<file path="src/rtl/vau_pkg.sv">
// package: opcodes, status codes, controller states and the command struct
package vau_pkg;
  localparam int ElemW  = 16;
  localparam int ValueW = 48;
  localparam int AccW   = 40;
  localparam int SqW    = 20;

  typedef enum logic [2:0] {
    OP_ADD = 3'd0, OP_SUB = 3'd1, OP_DOT = 3'd2,
    OP_CROSS = 3'd3, OP_MAG = 3'd4, OP_NORM = 3'd5
  } opcode_t;

  typedef enum logic [2:0] {
    ST_OK = 3'd0, ST_MISMATCH = 3'd1, ST_NOT3D = 3'd2,
    ST_ZERO = 3'd3, ST_TOO_LONG = 3'd4
  } status_t;

  typedef enum logic [3:0] {
    S_LOAD, S_CHECK, S_EMIT_ADD, S_DOT_ACC, S_CROSS, S_SUMSQ,
    S_SQRT, S_MAG_OUT, S_DIV, S_NORM_OUT, S_ERR_OUT, S_WAIT
  } state_t;

  typedef struct packed {
    logic clear;
    logic rd_start;
    logic rd_step;
    logic acc_clear;
    logic acc_dot;
    logic acc_sq;
    logic sqrt_start;
    logic sqrt_step;
    logic div_start;
    logic div_step;
    logic [1:0] cross_sel;
    logic cross_mul;
  } cmd_t;
endpackage

</file>
<file path="src/rtl/vau_if.sv">
// valid/ready stream interfaces for input and result items
interface vau_in_if;
  logic        valid;
  logic        ready;
  logic [2:0]  opcode;
  logic signed [15:0] a_elem;
  logic signed [15:0] b_elem;
  logic        a_present;
  logic        b_present;
  logic        last_in;
  modport source (output valid, opcode, a_elem, b_elem, a_present, b_present, last_in,
                  input ready);
  modport sink (input valid, opcode, a_elem, b_elem, a_present, b_present, last_in,
                output ready);
endinterface

interface vau_out_if;
  logic        valid;
  logic        ready;
  logic signed [47:0] value;
  logic [2:0]  status;
  logic        last_out;
  modport source (output valid, value, status, last_out, input ready);
  modport sink (input valid, value, status, last_out, output ready);
endinterface

</file>
<file path="src/rtl/vau_ctrl.sv">
// controller: sequences loading, the operation and the result items
module vau_ctrl #(
  parameter int MaxLen = 16
) (
  input  logic clk,
  input  logic rst,
  input  logic in_fire,
  input  logic in_last,
  input  logic [2:0] opcode,
  input  logic too_long,
  input  logic [$clog2(MaxLen+1)-1:0] a_cnt,
  input  logic [$clog2(MaxLen+1)-1:0] b_cnt,
  input  logic rd_last,
  input  logic sqrt_done,
  input  logic div_done,
  input  logic mag_zero,
  input  logic out_free,
  output logic in_ready,
  output vau_pkg::cmd_t cmd,
  output logic out_load,
  output vau_pkg::status_t out_status,
  output logic [2:0] out_src,
  output logic out_last
);
  import vau_pkg::*;
  localparam int CntW = $clog2(MaxLen+1);

  state_t state, state_next;
  logic [2:0] op;
  logic started;
  status_t err;
  logic [1:0] cidx;
  logic [1:0] cidx_next;
  logic [1:0] phase, phase_next;

  always_ff @(posedge clk) begin
    if (rst) begin
      state <= S_LOAD;
      cidx <= '0;
      phase <= '0;
      op <= 3'd0;
      started <= 1'b0;
    end else begin
      state <= state_next;
      cidx <= cidx_next;
      phase <= phase_next;
      // opcode comes from the first item of a run, whatever it carries
      if (state == S_WAIT) started <= 1'b0;
      else if (in_fire && !started) begin
        op <= opcode;
        started <= 1'b1;
      end
    end
  end

  opcode_t eop;
  assign eop = (op > 3'd5) ? OP_ADD : opcode_t'(op);

  always_comb begin
    err = ST_OK;
    if (too_long) err = ST_TOO_LONG;
    else if ((eop == OP_ADD || eop == OP_SUB || eop == OP_DOT) && a_cnt != b_cnt)
      err = ST_MISMATCH;
    else if (eop == OP_CROSS && (a_cnt != CntW'(3) || b_cnt != CntW'(3)))
      err = ST_NOT3D;
  end

  // next state
  always_comb begin
    state_next = state;
    cidx_next = cidx;
    phase_next = phase;
    unique case (state)
      S_LOAD: if (in_fire && in_last) state_next = S_CHECK;
      S_CHECK: begin
        if (err != ST_OK) state_next = S_ERR_OUT;
        // empty vector: a single zero item, zero-magnitude status for normalize
        else if (a_cnt == '0) state_next = S_ERR_OUT;
        else begin
          unique case (eop)
            OP_ADD, OP_SUB: state_next = S_EMIT_ADD;
            OP_DOT: state_next = S_DOT_ACC;
            OP_CROSS: begin state_next = S_CROSS; cidx_next = '0; phase_next = '0; end
            default: state_next = S_SUMSQ;
          endcase
        end
      end
      S_EMIT_ADD: if (out_free && rd_last) state_next = S_WAIT;
      S_DOT_ACC: if (rd_last) state_next = S_MAG_OUT;
      S_CROSS: begin
        if (phase != 2'd2) phase_next = phase + 2'd1;
        else if (out_free) begin
          phase_next = '0;
          cidx_next = cidx + 2'd1;
          if (cidx == 2'd2) state_next = S_WAIT;
        end
      end
      S_SUMSQ: if (rd_last) state_next = S_SQRT;
      S_SQRT: if (sqrt_done) begin
        if (eop == OP_MAG) state_next = S_MAG_OUT;
        else if (mag_zero) state_next = S_ERR_OUT;
        else state_next = S_DIV;
      end
      S_MAG_OUT: if (out_free) state_next = S_WAIT;
      S_DIV: if (div_done) state_next = S_NORM_OUT;
      S_NORM_OUT: if (out_free) state_next = rd_last ? S_WAIT : S_DIV;
      S_ERR_OUT: if (out_free) state_next = S_WAIT;
      S_WAIT: state_next = S_LOAD;
      default: state_next = S_LOAD;
    endcase
  end

  // outputs
  always_comb begin
    cmd = '0;
    in_ready = (state == S_LOAD);
    out_load = 1'b0;
    out_status = ST_OK;
    out_src = 3'd0;
    out_last = 1'b0;
    cmd.cross_sel = cidx;
    unique case (state)
      S_CHECK: begin
        cmd.rd_start = 1'b1;
        cmd.acc_clear = 1'b1;
      end
      S_EMIT_ADD: begin
        out_src = (eop == OP_SUB) ? 3'd1 : 3'd0;
        out_load = out_free;
        out_last = rd_last;
        cmd.rd_step = out_free;
      end
      S_DOT_ACC: begin cmd.acc_dot = 1'b1; cmd.rd_step = 1'b1; end
      S_SUMSQ: begin
        cmd.acc_sq = 1'b1; cmd.rd_step = 1'b1;
        cmd.sqrt_start = rd_last;
      end
      S_SQRT: begin
        cmd.sqrt_step = 1'b1;
        cmd.rd_start = 1'b1;
        cmd.div_start = sqrt_done;
      end
      S_CROSS: begin
        cmd.cross_mul = (phase == 2'd1);
        out_src = 3'd2;
        out_load = (phase == 2'd2) && out_free;
        out_last = (cidx == 2'd2);
      end
      S_MAG_OUT: begin
        out_src = (eop == OP_DOT) ? 3'd3 : 3'd4;
        out_load = out_free;
        out_last = 1'b1;
      end
      S_DIV: cmd.div_step = 1'b1;
      S_NORM_OUT: begin
        out_src = 3'd5;
        out_load = out_free;
        out_last = rd_last;
        cmd.rd_step = out_free;
        cmd.div_start = out_free && !rd_last;
      end
      S_ERR_OUT: begin
        out_src = 3'd6;
        out_status = (err == ST_OK && eop == OP_NORM) ? ST_ZERO : err;
        out_load = out_free;
        out_last = 1'b1;
      end
      S_WAIT: cmd.clear = 1'b1;
      default: ;
    endcase
  end
endmodule

</file>
<file path="src/rtl/vau_dpath.sv">
// datapath: element stores, accumulator, multiplier, square root and divider
module vau_dpath #(
  parameter int MaxLen = 16
) (
  input  logic clk,
  input  logic rst,
  input  logic in_fire,
  input  logic signed [15:0] a_elem,
  input  logic signed [15:0] b_elem,
  input  logic a_present,
  input  logic b_present,
  input  vau_pkg::cmd_t cmd,
  input  logic [2:0] out_src,
  output logic too_long,
  output logic [$clog2(MaxLen+1)-1:0] a_cnt,
  output logic [$clog2(MaxLen+1)-1:0] b_cnt,
  output logic rd_last,
  output logic sqrt_done,
  output logic div_done,
  output logic mag_zero,
  output logic signed [47:0] res_value
);
  import vau_pkg::*;
  localparam int CntW = $clog2(MaxLen+1);
  localparam int IdxW = (MaxLen > 1) ? $clog2(MaxLen) : 1;

  logic signed [15:0] amem [MaxLen];
  logic signed [15:0] bmem [MaxLen];
  logic signed [15:0] ard, brd;
  logic [CntW-1:0] ridx;
  logic [IdxW-1:0] raddr;

  always_ff @(posedge clk) begin
    if (rst || cmd.clear) begin
      a_cnt <= '0;
      b_cnt <= '0;
      too_long <= 1'b0;
    end else if (in_fire) begin
      if (a_present) begin
        if (a_cnt < CntW'(MaxLen)) a_cnt <= a_cnt + 1'b1;
        else too_long <= 1'b1;
      end
      if (b_present) begin
        if (b_cnt < CntW'(MaxLen)) b_cnt <= b_cnt + 1'b1;
        else too_long <= 1'b1;
      end
    end
  end

  always_ff @(posedge clk) begin
    if (in_fire && a_present && a_cnt < CntW'(MaxLen)) amem[a_cnt[IdxW-1:0]] <= a_elem;
    if (in_fire && b_present && b_cnt < CntW'(MaxLen)) bmem[b_cnt[IdxW-1:0]] <= b_elem;
  end

  // read index: S_CHECK / sqrt wait prime it, each step moves on
  always_ff @(posedge clk) begin
    if (rst) ridx <= '0;
    else if (cmd.rd_start) ridx <= '0;
    else if (cmd.rd_step) ridx <= ridx + 1'b1;
  end

  // cross uses fixed taps, otherwise the running index (combinational read)
  logic [IdxW-1:0] ca, cb;
  always_comb begin
    raddr = ridx[IdxW-1:0];
    unique case (cmd.cross_sel)
      2'd0: begin ca = IdxW'(1); cb = IdxW'(2); end
      2'd1: begin ca = IdxW'(2); cb = IdxW'(0); end
      default: begin ca = IdxW'(0); cb = IdxW'(1); end
    endcase
  end

  // stores are read combinationally at ridx; small arrays held in flops
  assign ard = amem[raddr];
  assign brd = bmem[raddr];
  assign rd_last = (ridx + 1'b1 == a_cnt);

  logic signed [31:0] p1, p2;
  logic signed [31:0] prod;
  assign prod = cmd.acc_sq ? ard * ard : ard * brd;

  always_ff @(posedge clk) begin
    if (cmd.cross_mul) begin
      p1 <= amem[ca] * bmem[cb];
    end else begin
      p2 <= amem[cb] * bmem[ca];
    end
  end

  logic signed [AccW-1:0] acc;
  always_ff @(posedge clk) begin
    if (cmd.acc_clear) acc <= '0;
    else if (cmd.acc_dot || cmd.acc_sq) acc <= acc + AccW'(prod);
  end

  // restoring square root, two bits of radicand a step
  logic [AccW-1:0] rem_r, x_r;
  logic [SqW+1:0] root;
  logic [4:0] sq_i;
  logic sq_busy;
  logic [SqW+1:0] trial;
  logic [AccW-1:0] rem_sh;
  always_comb begin
    rem_sh = {rem_r[AccW-3:0], x_r[AccW-1 -: 2]};
    trial = {root[SqW-1:0], 2'b01};
  end
  always_ff @(posedge clk) begin
    if (rst) begin
      sq_busy <= 1'b0;
      sqrt_done <= 1'b0;
    end else begin
      sqrt_done <= 1'b0;
      if (cmd.sqrt_start) begin
        sq_busy <= 1'b1;
        sq_i <= 5'd0;
        rem_r <= '0;
        root <= '0;
        x_r <= acc + AccW'(prod);
      end else if (sq_busy && cmd.sqrt_step) begin
        x_r <= {x_r[AccW-3:0], 2'b00};
        if (rem_sh >= AccW'(trial)) begin
          rem_r <= rem_sh - AccW'(trial);
          root <= {root[SqW:0], 1'b1};
        end else begin
          rem_r <= rem_sh;
          root <= {root[SqW:0], 1'b0};
        end
        sq_i <= sq_i + 5'd1;
        if (sq_i == 5'd19) begin
          sq_busy <= 1'b0;
          sqrt_done <= 1'b1;
        end
      end
    end
  end
  logic [SqW-1:0] mag;
  assign mag = root[SqW-1:0];
  assign mag_zero = (mag == '0);

  // restoring divide of |a|*2^14 by mag, one quotient bit a step
  localparam int NumW = 30;
  logic [NumW-1:0] num, quo;
  logic [SqW:0] drem;
  logic [4:0] dv_i;
  logic dv_busy, neg;
  logic [SqW:0] dsh;
  assign dsh = {drem[SqW-1:0], num[NumW-1]};
  always_ff @(posedge clk) begin
    if (rst) begin
      dv_busy <= 1'b0;
      div_done <= 1'b0;
    end else begin
      div_done <= 1'b0;
      if (cmd.div_start) begin
        dv_busy <= 1'b0;
        dv_i <= '0;
      end else if (cmd.div_step && !dv_busy && dv_i == 5'd0) begin
        dv_busy <= 1'b1;
        neg <= ard[15];
        num <= NumW'({ard[15] ? 16'(-ard) : 16'(ard), 14'd0});
        drem <= '0;
        quo <= '0;
      end else if (dv_busy) begin
        num <= {num[NumW-2:0], 1'b0};
        if (dsh >= {1'b0, mag}) begin
          drem <= dsh - {1'b0, mag};
          quo <= {quo[NumW-2:0], 1'b1};
        end else begin
          drem <= dsh;
          quo <= {quo[NumW-2:0], 1'b0};
        end
        dv_i <= dv_i + 5'd1;
        if (dv_i == 5'(NumW-1)) begin
          dv_busy <= 1'b0;
          div_done <= 1'b1;
        end
      end
    end
  end

  always_comb begin
    unique case (out_src)
      3'd0: res_value = 48'(ard) + 48'(brd);
      3'd1: res_value = 48'(ard) - 48'(brd);
      3'd2: res_value = 48'(p1) - 48'(p2);
      3'd3: res_value = 48'(acc);
      3'd4: res_value = 48'(mag);
      3'd5: res_value = neg ? -48'(quo) : 48'(quo);
      default: res_value = '0;
    endcase
  end
endmodule

</file>
<file path="src/rtl/vector_arith_unit.sv">
// top level: fixed-point vector arithmetic unit
// Items arrive on the in channel, one element pair per item (a_present and
// b_present mark which elements it carries); the opcode of the first item
// holds for the run and last_in ends it. Results leave on the out channel,
// last_out set on the final result of a run; errors give one status result.
// After the last item the controller runs the operation: add/sub pass a
// check state and then emit one result a cycle while the receiver takes
// them, dot accumulates the products into one result, cross gives its three
// results one by one, magnitude goes through the bit-serial square root (two
// radicand bits a cycle), and normalize divides each element by the
// magnitude in the bit-serial divider. in.ready is low from the last item
// until the wait state that follows the run's final result has passed.
// A single output register holds each result; when the receiver stalls the
// controller waits for it and the stores hold their contents.
// Reset (rst, synchronous) returns the controller to loading with empty
// counts; the element stores are not cleared.
module vector_arith_unit #(
  parameter int MAX_LEN = 16
) (
  input logic clk,
  input logic rst,
  vau_in_if.sink in,
  vau_out_if.source out
);
  import vau_pkg::*;
  localparam int CntW = $clog2(MAX_LEN+1);

  cmd_t cmd;
  logic in_fire, too_long, rd_last, sqrt_done, div_done, mag_zero;
  logic [CntW-1:0] a_cnt, b_cnt;
  logic out_load, out_last_c, out_free;
  status_t out_status_c;
  logic [2:0] out_src;
  logic signed [47:0] res_value;

  assign in_fire = in.valid && in.ready;
  assign out_free = !out.valid || out.ready;

  vau_ctrl #(.MaxLen(MAX_LEN)) u_ctrl (
    .clk, .rst, .in_fire, .in_last(in.last_in), .opcode(in.opcode),
    .too_long, .a_cnt, .b_cnt, .rd_last, .sqrt_done, .div_done, .mag_zero,
    .out_free, .in_ready(in.ready), .cmd, .out_load, .out_status(out_status_c),
    .out_src, .out_last(out_last_c)
  );

  vau_dpath #(.MaxLen(MAX_LEN)) u_dpath (
    .clk, .rst, .in_fire, .a_elem(in.a_elem), .b_elem(in.b_elem),
    .a_present(in.a_present), .b_present(in.b_present), .cmd, .out_src,
    .too_long, .a_cnt, .b_cnt, .rd_last, .sqrt_done, .div_done, .mag_zero,
    .res_value
  );

  always_ff @(posedge clk) begin
    if (rst) out.valid <= 1'b0;
    else if (out_load) out.valid <= 1'b1;
    else if (out.ready) out.valid <= 1'b0;
  end

  always_ff @(posedge clk) begin
    if (out_load) begin
      out.value <= res_value;
      out.status <= out_status_c;
      out.last_out <= out_last_c;
    end
  end
endmodule
</file>
<file path="src/flat_wrapper.sv">
// flat-port wrapper written by rule: the top's interface ports become plain ports
module vector_arith_unit_flat import vau_pkg::*;
#(
  parameter int MAX_LEN = 16
)
  (clk, rst, in_valid, in_opcode, in_a_elem, in_b_elem, in_a_present, in_b_present, in_last_in, in_ready, out_valid, out_value, out_status, out_last_out, out_ready);
  vau_in_if in_i ();
  vau_out_if out_i ();
  input logic clk;
  input logic rst;
  input wire logic [$bits(in_i.valid)-1:0] in_valid;
  input wire logic [$bits(in_i.opcode)-1:0] in_opcode;
  input wire logic [$bits(in_i.a_elem)-1:0] in_a_elem;
  input wire logic [$bits(in_i.b_elem)-1:0] in_b_elem;
  input wire logic [$bits(in_i.a_present)-1:0] in_a_present;
  input wire logic [$bits(in_i.b_present)-1:0] in_b_present;
  input wire logic [$bits(in_i.last_in)-1:0] in_last_in;
  output wire logic [$bits(in_i.ready)-1:0] in_ready;
  output wire logic [$bits(out_i.valid)-1:0] out_valid;
  output wire logic [$bits(out_i.value)-1:0] out_value;
  output wire logic [$bits(out_i.status)-1:0] out_status;
  output wire logic [$bits(out_i.last_out)-1:0] out_last_out;
  input wire logic [$bits(out_i.ready)-1:0] out_ready;
  assign in_i.valid = in_valid;
  assign in_i.opcode = in_opcode;
  assign in_i.a_elem = in_a_elem;
  assign in_i.b_elem = in_b_elem;
  assign in_i.a_present = in_a_present;
  assign in_i.b_present = in_b_present;
  assign in_i.last_in = in_last_in;
  assign in_ready = in_i.ready;
  assign out_valid = out_i.valid;
  assign out_value = out_i.value;
  assign out_status = out_i.status;
  assign out_last_out = out_i.last_out;
  assign out_i.ready = out_ready;
  vector_arith_unit #(.MAX_LEN(MAX_LEN)) u_core (.clk(clk), .rst(rst), .in(in_i), .out(out_i));
endmodule
</file>
<file path="config.mk">
export PLATFORM = sky130hd
export DESIGN_NAME = vector_arith_unit_flat
export DESIGN_NICKNAME = d
export VERILOG_FILES = /design/src/rtl/vau_pkg.sv /design/src/rtl/vau_if.sv /design/src/rtl/vau_ctrl.sv /design/src/rtl/vau_dpath.sv /design/src/rtl/vector_arith_unit.sv /design/src/flat_wrapper.sv
export SDC_FILE = /design/constraint.sdc
export NUM_CORES = 2
export LEC_CHECK = 0
export BUFFER_PORTS_ARGS = -buffer_cell sky130_fd_sc_hd__buf_2
export CAP_MARGIN = 20
export CELL_PAD_IN_SITES_DETAIL_PLACEMENT = 1
export CELL_PAD_IN_SITES_GLOBAL_PLACEMENT = 2
export CORE_AREA = 2 2 488 490
export CTS_BUF_LIST = sky130_fd_sc_hd__clkbuf_8 sky130_fd_sc_hd__clkbuf_16
export CTS_CLUSTER_DIAMETER = 30
export DETAILED_ROUTE_END_ITERATION = 12
export DIE_AREA = 0 0 490 492
export PLACE_DENSITY_LB_ADDON = 0.1
export SYNTH_ARGS = -nofsm -noshare
export SYNTH_HDL_FRONTEND = slang
export SYNTH_SLANG_ARGS = --single-unit
</file>
<file path="constraint.sdc">
create_clock -name clk -period 9.5 [get_ports clk]
set_input_delay 2.375 -clock clk [delete_from_list [all_inputs] [get_ports clk]]
set_output_delay 2.375 -clock clk [all_outputs]
set_load 0.02 [all_outputs]
</file>
# ---- Yosys cells after proc, flatten, opt, wreduce, memory -nomap -nowiden
# Memories as Yosys holds them, arrays and structs flattened. A register that Yosys moved wholly into a read port is not among the register bits.
# Index checks and enable logic that the tools add are counted.
dict set report classes {
  add_sub_neg 15
  mul 4
  div 0
  order_cmp 5
  n_eq_ne 48
  shift 0
  muxes 90
  bitwise_logic 6
  n_reduce_logical 64
}
# cell n
set op_table {}
lappend op_table {{48-bit one-hot mux with 6 select lines} 1}
lappend op_table {{16-bit by 16-bit multiplier with 32-bit output} 4}
lappend op_table {{30-bit 2-to-1 mux} 3}
lappend op_table {{40-bit 2-to-1 mux} 2}
lappend op_table {{38-bit 2-to-1 mux} 2}
lappend op_table {{4-bit 2-to-1 mux} 18}
lappend op_table {{20-bit 2-to-1 mux} 3}
lappend op_table {{48-bit 2-to-1 mux} 1}
lappend op_table {{30-bit negation with 48-bit output} 1}
lappend op_table {{40-bit by 32-bit adder with 40-bit output} 1}
lappend op_table {{40-bit by 22-bit >= comparator with 1-bit output} 1}
lappend op_table {{4-bit one-hot mux with 10 select lines} 1}
lappend op_table {{38-bit by 22-bit subtractor with 38-bit output} 1}
lappend op_table {{32-bit by 32-bit subtractor with 33-bit output} 1}
lappend op_table {{32-bit 2-to-1 mux} 1}
lappend op_table {{1-bit 2-to-1 mux} 28}
lappend op_table {{2-bit inequality test, second input constant} 14}
lappend op_table {{2-bit 2-to-1 mux} 13}
lappend op_table {{5-bit by 1-bit adder with 5-bit output, second input constant} 5}
lappend op_table {{21-bit by 20-bit >= comparator with 1-bit output} 1}
lappend op_table {{20-bit logical NOT} 1}
lappend op_table {{20-bit subtractor} 1}
lappend op_table {{2-bit OR reduction} 9}
lappend op_table {{16-bit by 16-bit adder with 17-bit output} 1}
lappend op_table {{45 further kinds} 118}
dict set report word_totals {
  reg_bits 377
  latchBits 0
  mem_bits_rw 512
  mem_bits_ro 0
  inputBits 42
  output_inout_bits 54
  word_cells 265
  mem_count 2
}
# name words word_bits rd rd_clocked_by_memory_dff write_ports line_no
set mem_list {}
lappend mem_list {u_core.u_dpath.amem 16 16 3 1 1 vau_dpath.sv:27} ;# logic signed [15:0] amem [MaxLen];
lappend mem_list {u_core.u_dpath.bmem 16 16 3 1 1 vau_dpath.sv:28} ;# logic signed [15:0] bmem [MaxLen];

# ---- Depth between registers and ports, before layout
dict set report logic_depth {
  depth_word 11
  depth_mapped 47
  depth_no_buf 41
}

# ---- Cells and area by module
# From an unflattened synthesis, not the netlist that was laid out.
dict set report unflattened {
  cells_unflattened 7753
  hier_area_um2 82043.7
}
# module instances cells_each area_per_inst_um2 seq_area_each_um2
set by_module_without_submodules {}
lappend by_module_without_submodules {vau_dpath 1 7520 79157.2 23832.9}
lappend by_module_without_submodules {vector_arith_unit 1 57 1614.0 1581.5}
lappend by_module_without_submodules {vau_ctrl 1 176 1272.5 240.2}

# ---- Worst setup path before layout
# No wires, ideal clock.
dict set report synth_path {
  path_type {reg2reg}
  startpoint {register with a tool-made name}
  endpoint {register u_core.u_dpath.x_r[38] (data pin)}
  setup_time_ns 0.267
  t_arrival_ns 10.228
  t_required_ns 9.233
  slack_ns -0.995
  stages_incl_launch_ff 43
  n_path_buf 8
  synth_period_minus_slack_ns 10.495
  cell_sequence {dfxtp_1 buf_4 buf_6 buf_4 buf_6 buf_4 buf_4 buf_2 mux4_2 mux2i_1 nand2_1 o21ai_0 buf_2 nor2_1 fa_1 inv_1 fa_1 fa_1 [... 7 more ...] and2_1 a22o_1 o21bai_1 a21oi_1 o31ai_1 a21boi_0 or4_1 a31oi_1 xor2_1 o21ai_0 ha_1 nand4_1 o21ai_0 a2111oi_0 nor3_1 a221oi_1 xor2_1 o21ai_0}
}
# element line_no
set synth_lines {}
lappend synth_lines {{end signal: assignment} vau_dpath.sv:118} ;# x_r <= acc + AccW'(prod);
lappend synth_lines {{end signal: assignment} vau_dpath.sv:120} ;# x_r <= {x_r[AccW-3:0], 2'b00};
lappend synth_lines {{end: declaration} vau_dpath.sv:97} ;# logic [AccW-1:0] rem_r, x_r;

==> results.yml <==
clocking:
  cts_sinks: 880
  clk_transition_reported_paths_ns: 0.05
  htree_num_levels: 4
  numCtsBuffers: 215
  root_buffer: "sky130_fd_sc_hd__clkbuf_16"
  cts_tree: "yes"
  clockBufferDepth: 3
  post_cts_hold_buffer_count: 0
  clk-insertion-delay-late_ns: 0.89
setup_path:
  worstRegToRegCells: 37
  timing.critical_path.slowest_stage_cell: "sky130_fd_sc_hd__mux4_2"
  worst_endpoint_data_arrival_time_ns: 10.32
  reg2reg_to: "u_core.u_dpath.x_r[24]"
  path_max_fanout: 6
  critPathMostFrequentCell: "sky130_fd_sc_hd__fa_1"
  reg2reg_setup_slack_ns: -0.24
  setup.worst_path.end_class: "flop"
  setup.worst_path.class: "flop to flop"
  cp_slowest_stage_delay_ns: 0.56
  timing.critical_path.from_type: "flop"
  worst_path_required_time_ns: 10.08
grt:
  grt_first_pass_wirelength_um: 442000
  via_count_of_the_first_global_routing_pass: 66700
  pin_count_of_the_biggest_net_entering_global_routing: 60
  global_router_s_overall_resource_usage: 0.247
  number_of_antenna_violations_at_the_first_check_in_global_routing: 19
  grt_remaining_overflow: 0
drt:
  routedWlPerCell_um: 24.6
  route.antenna.remaining_nets: 0
  drt-total-wl_um: 298000
  initial_drc_count: 3016
  detail_route.vias_per_cell: 5.00
  drc: 0
  vias: 60700
  firstDrtPassIters: 5
timing:
  post-route-period-util: 1.02
  worst_margin_pin_slew_ns: 1.11
  setup_viol: 17
  timing.clock.skew_ns: 0.0978
  slew_headroom: 0.257
  slew_violations: 0
  timing.final.hold_violations: 0
  max_freq_mhz: 103
  grt_setup_unrepaired: "true"
  worst_slack_ns: -0.237
  fin_setup_tns_ns: -2.25
  fin_crit_ns: 9.74
floorplanning:
  row_count: 179
  initial_utilization: 0.348
  die-width_um: 490
  die_y_um: 492
  io-pin-count: 96
  die-area_mm2: 0.241
  fp.coreArea_mm2: 0.236
synth:
  area_contributors_post_synth: "sky130_fd_sc_hd__edfxtp_1 29%, sky130_fd_sc_hd__fa_1 25%, sky130_fd_sc_hd__ha_1 7.8%"
  synth.mux.area_fraction: 0.0638
  part_of_the_yosys_area_used_for_sequential_elements: 0.312
  asyncSetResetFlopFracSynth: 0
  synth_xor_xnor_area_share: 0.0352
  yosysWarningCount: 0
  synth.most_common_cell: "sky130_fd_sc_hd__inv_1"
  synth_common_cells: "1251 x sky130_fd_sc_hd__inv_1, 1024 x sky130_fd_sc_hd__fa_1, 880 x sky130_fd_sc_hd__nand2_1"
  synth.largest_area_cell: "sky130_fd_sc_hd__edfxtp_1"
  postSynth.topFlopCell: "sky130_fd_sc_hd__edfxtp_1"
  mappedNetlistArea_mm2: 0.0822
  synthSimpleGateAreaFrac: 0.110
  register_bit_count_reported_by_yosys: 880
  synth_top_cell_area_share: 0.293
  synth-edff-count: 803
  synthAdderAreaFrac: 0.327
  synth_nets: 9284
  syn-instance-count: 7706
  cell_variety_after_synth: 92
  synth_top_family_by_area: "adder cells"
  post_synth.cell_area_avg_um2: 10.7
  synth_compound_gate_area_share: 0.0795
finish:
  area_used_by_sequential_logic_in_the_layout_mm2: 0.0257
  final_nets: 10400
  post_route_cells_drive_above_1_share: 0.233
  fillCellCount: 25600
  area_occupied_by_multi_input_gates_mm2: 0.0527
  area_growth_syn_to_layout_pct: 27.0
outcome:
  outcome: "finished with violations"
  violations: "setup timing"
place:
  place.port_buffers: 95
  globalplace.congestion: 0.869
  hpwl_um: 239000
min_path:
  hold_path.class: "flop to flop"
  hold_path_depth: 2
  worstHoldStart: "u_core.u_ctrl.started"
  min_delay_worst_endpoint: "u_core.u_ctrl.started"
job:
  drv.max_cap_violation_count: 0
-- through the flow --
stage	cell area (um^2)	worst slack [ns]	utilization	std cells	hold WS, ns
after floorplan	82500	0.000428	-	7706	0.431
after global placement	93300	-0.979	0.395	11600	0.444
after detailed placement	93300	-0.959	0.395	11600	0.458
after CTS	103000	-0.272	0.437	12100	0.468
after global routing	104000	-0.563	0.442	12100	0.503
final	104000	-0.237	0.442	12100	0.462
-- area by class of cell --
class | count | area share
inverters | 1263 | 0.0461
flip-flops and latches | 880 | 0.246
diodes | 6 | 0.000144
clock buffers | 226 | 0.0531
clock inverters | 180 | 0.0181
multi-input cells | 5288 | 0.505
repair buffers | 1133 | 0.0935
well taps | 3167 | 0.0380
-- cells in the final DEF, fill, tap and decap left out, types with 29 or more instances in the layout --
| cell type | n |
|---|---|
| sky130_fd_sc_hd__nand4_1 | 31 |
| sky130_fd_sc_hd__nand2_1 | 836 |
| sky130_fd_sc_hd__nand2_2 | 32 |
| sky130_fd_sc_hd__inv_1 | 1245 |
| sky130_fd_sc_hd__o21ai_1 | 53 |
| sky130_fd_sc_hd__nor2b_1 | 84 |
| sky130_fd_sc_hd__dfxtp_1 | 73 |
| sky130_fd_sc_hd__nand3_1 | 57 |
| sky130_fd_sc_hd__o21a_1 | 70 |
| sky130_fd_sc_hd__nor2_2 | 29 |
| sky130_fd_sc_hd__a21o_1 | 120 |
| sky130_fd_sc_hd__mux4_2 | 147 |
| sky130_fd_sc_hd__nand2b_1 | 94 |
| sky130_fd_sc_hd__mux2i_1 | 125 |
| sky130_fd_sc_hd__ha_1 | 470 |
| sky130_fd_sc_hd__edfxtp_1 | 803 |
| sky130_fd_sc_hd__buf_4 | 879 |
| sky130_fd_sc_hd__buf_2 | 95 |
| sky130_fd_sc_hd__buf_6 | 62 |
| sky130_fd_sc_hd__a21oi_1 | 233 |
| sky130_fd_sc_hd__clkbuf_16 | 217 |
| sky130_fd_sc_hd__fa_1 | 1006 |
| sky130_fd_sc_hd__xnor2_1 | 198 |
| sky130_fd_sc_hd__o21ai_0 | 151 |
| sky130_fd_sc_hd__xor2_1 | 109 |
| sky130_fd_sc_hd__inv_2 | 39 |
| sky130_fd_sc_hd__clkinv_2 | 39 |
| sky130_fd_sc_hd__nor3_1 | 58 |
| sky130_fd_sc_hd__and2_1 | 64 |
| sky130_fd_sc_hd__a21oi_2 | 36 |
| sky130_fd_sc_hd__buf_12 | 80 |
| sky130_fd_sc_hd__nor2_1 | 629 |
-- worst max-delay path by stage --
stage                                   endpoint  slack [ns]
after floorplan           u_core.u_dpath.x_r[38]      0.0004
after detailed placement  u_core.u_dpath.x_r[24]       -0.96
final                     u_core.u_dpath.x_r[24]       -0.24
after CTS                 u_core.u_dpath.x_r[38]       -0.27
after global placement    u_core.u_dpath.x_r[24]       -0.98
after global routing      u_core.u_dpath.x_r[36]       -0.56
-- routing by layer --
metal	vias to the layer above	wire, um	GRT usage
li1	27700	-	-
met1	31600	129000	0.319
met2	996	150000	0.430
met3	338	10700	0.0340
met4	20	8730	0.0711
met5	-	139	0
-- sequential cells by signal, indices dropped and copies added, names as in the netlist, 16 cells and up, named ones only --
register and count:
u_core.u_dpath.acc 40, u_core.u_dpath.p1 32, u_core.u_dpath.p2 32, u_core.u_dpath.x_r 40, u_core.u_dpath.drem 20, u_core.u_dpath.num 16
u_core.u_dpath.rem_r 38, u_core.u_dpath.amem 256, u_core.out.value 48, u_core.u_dpath.quo 30, u_core.u_dpath.bmem 256, u_core.u_dpath.root 20
-- repair_timing --
action	CTS	global route
pin swaps	128	137
gates resized for setup	335	195
gates cloned	8	1
hold endpoints to repair	0	0
endpoints found under the setup margin	44	40
setup buffers	96	53
-- cells by family after synthesis --
logic type	Yosys count
AND/OR/NAND/NOR	2080
flip-flops	880
multiplexers	325
XOR/XNOR	329
adder cells (fa/ha/maj)	1536
AO/OA/AOI/OAI	1018
buffers and inverters	1538
-- worst max-delay path: cells and delay by family (launching register included) --
family                   cells  cell delay [ns]
flip-flops                   1             0.45
buffers and inverters       10             1.03
multiplexers                 2             0.87
adder cells (fa/ha/maj)      8             3.55
AO/OA/AOI/OAI               12             2.57
AND/OR/NAND/NOR              4             0.85
XOR/XNOR                     1             0.15
Power is left out: the tool's default activity adds up to more than one toggle a clock period on the data nets, which glitch-free logic cannot reach.
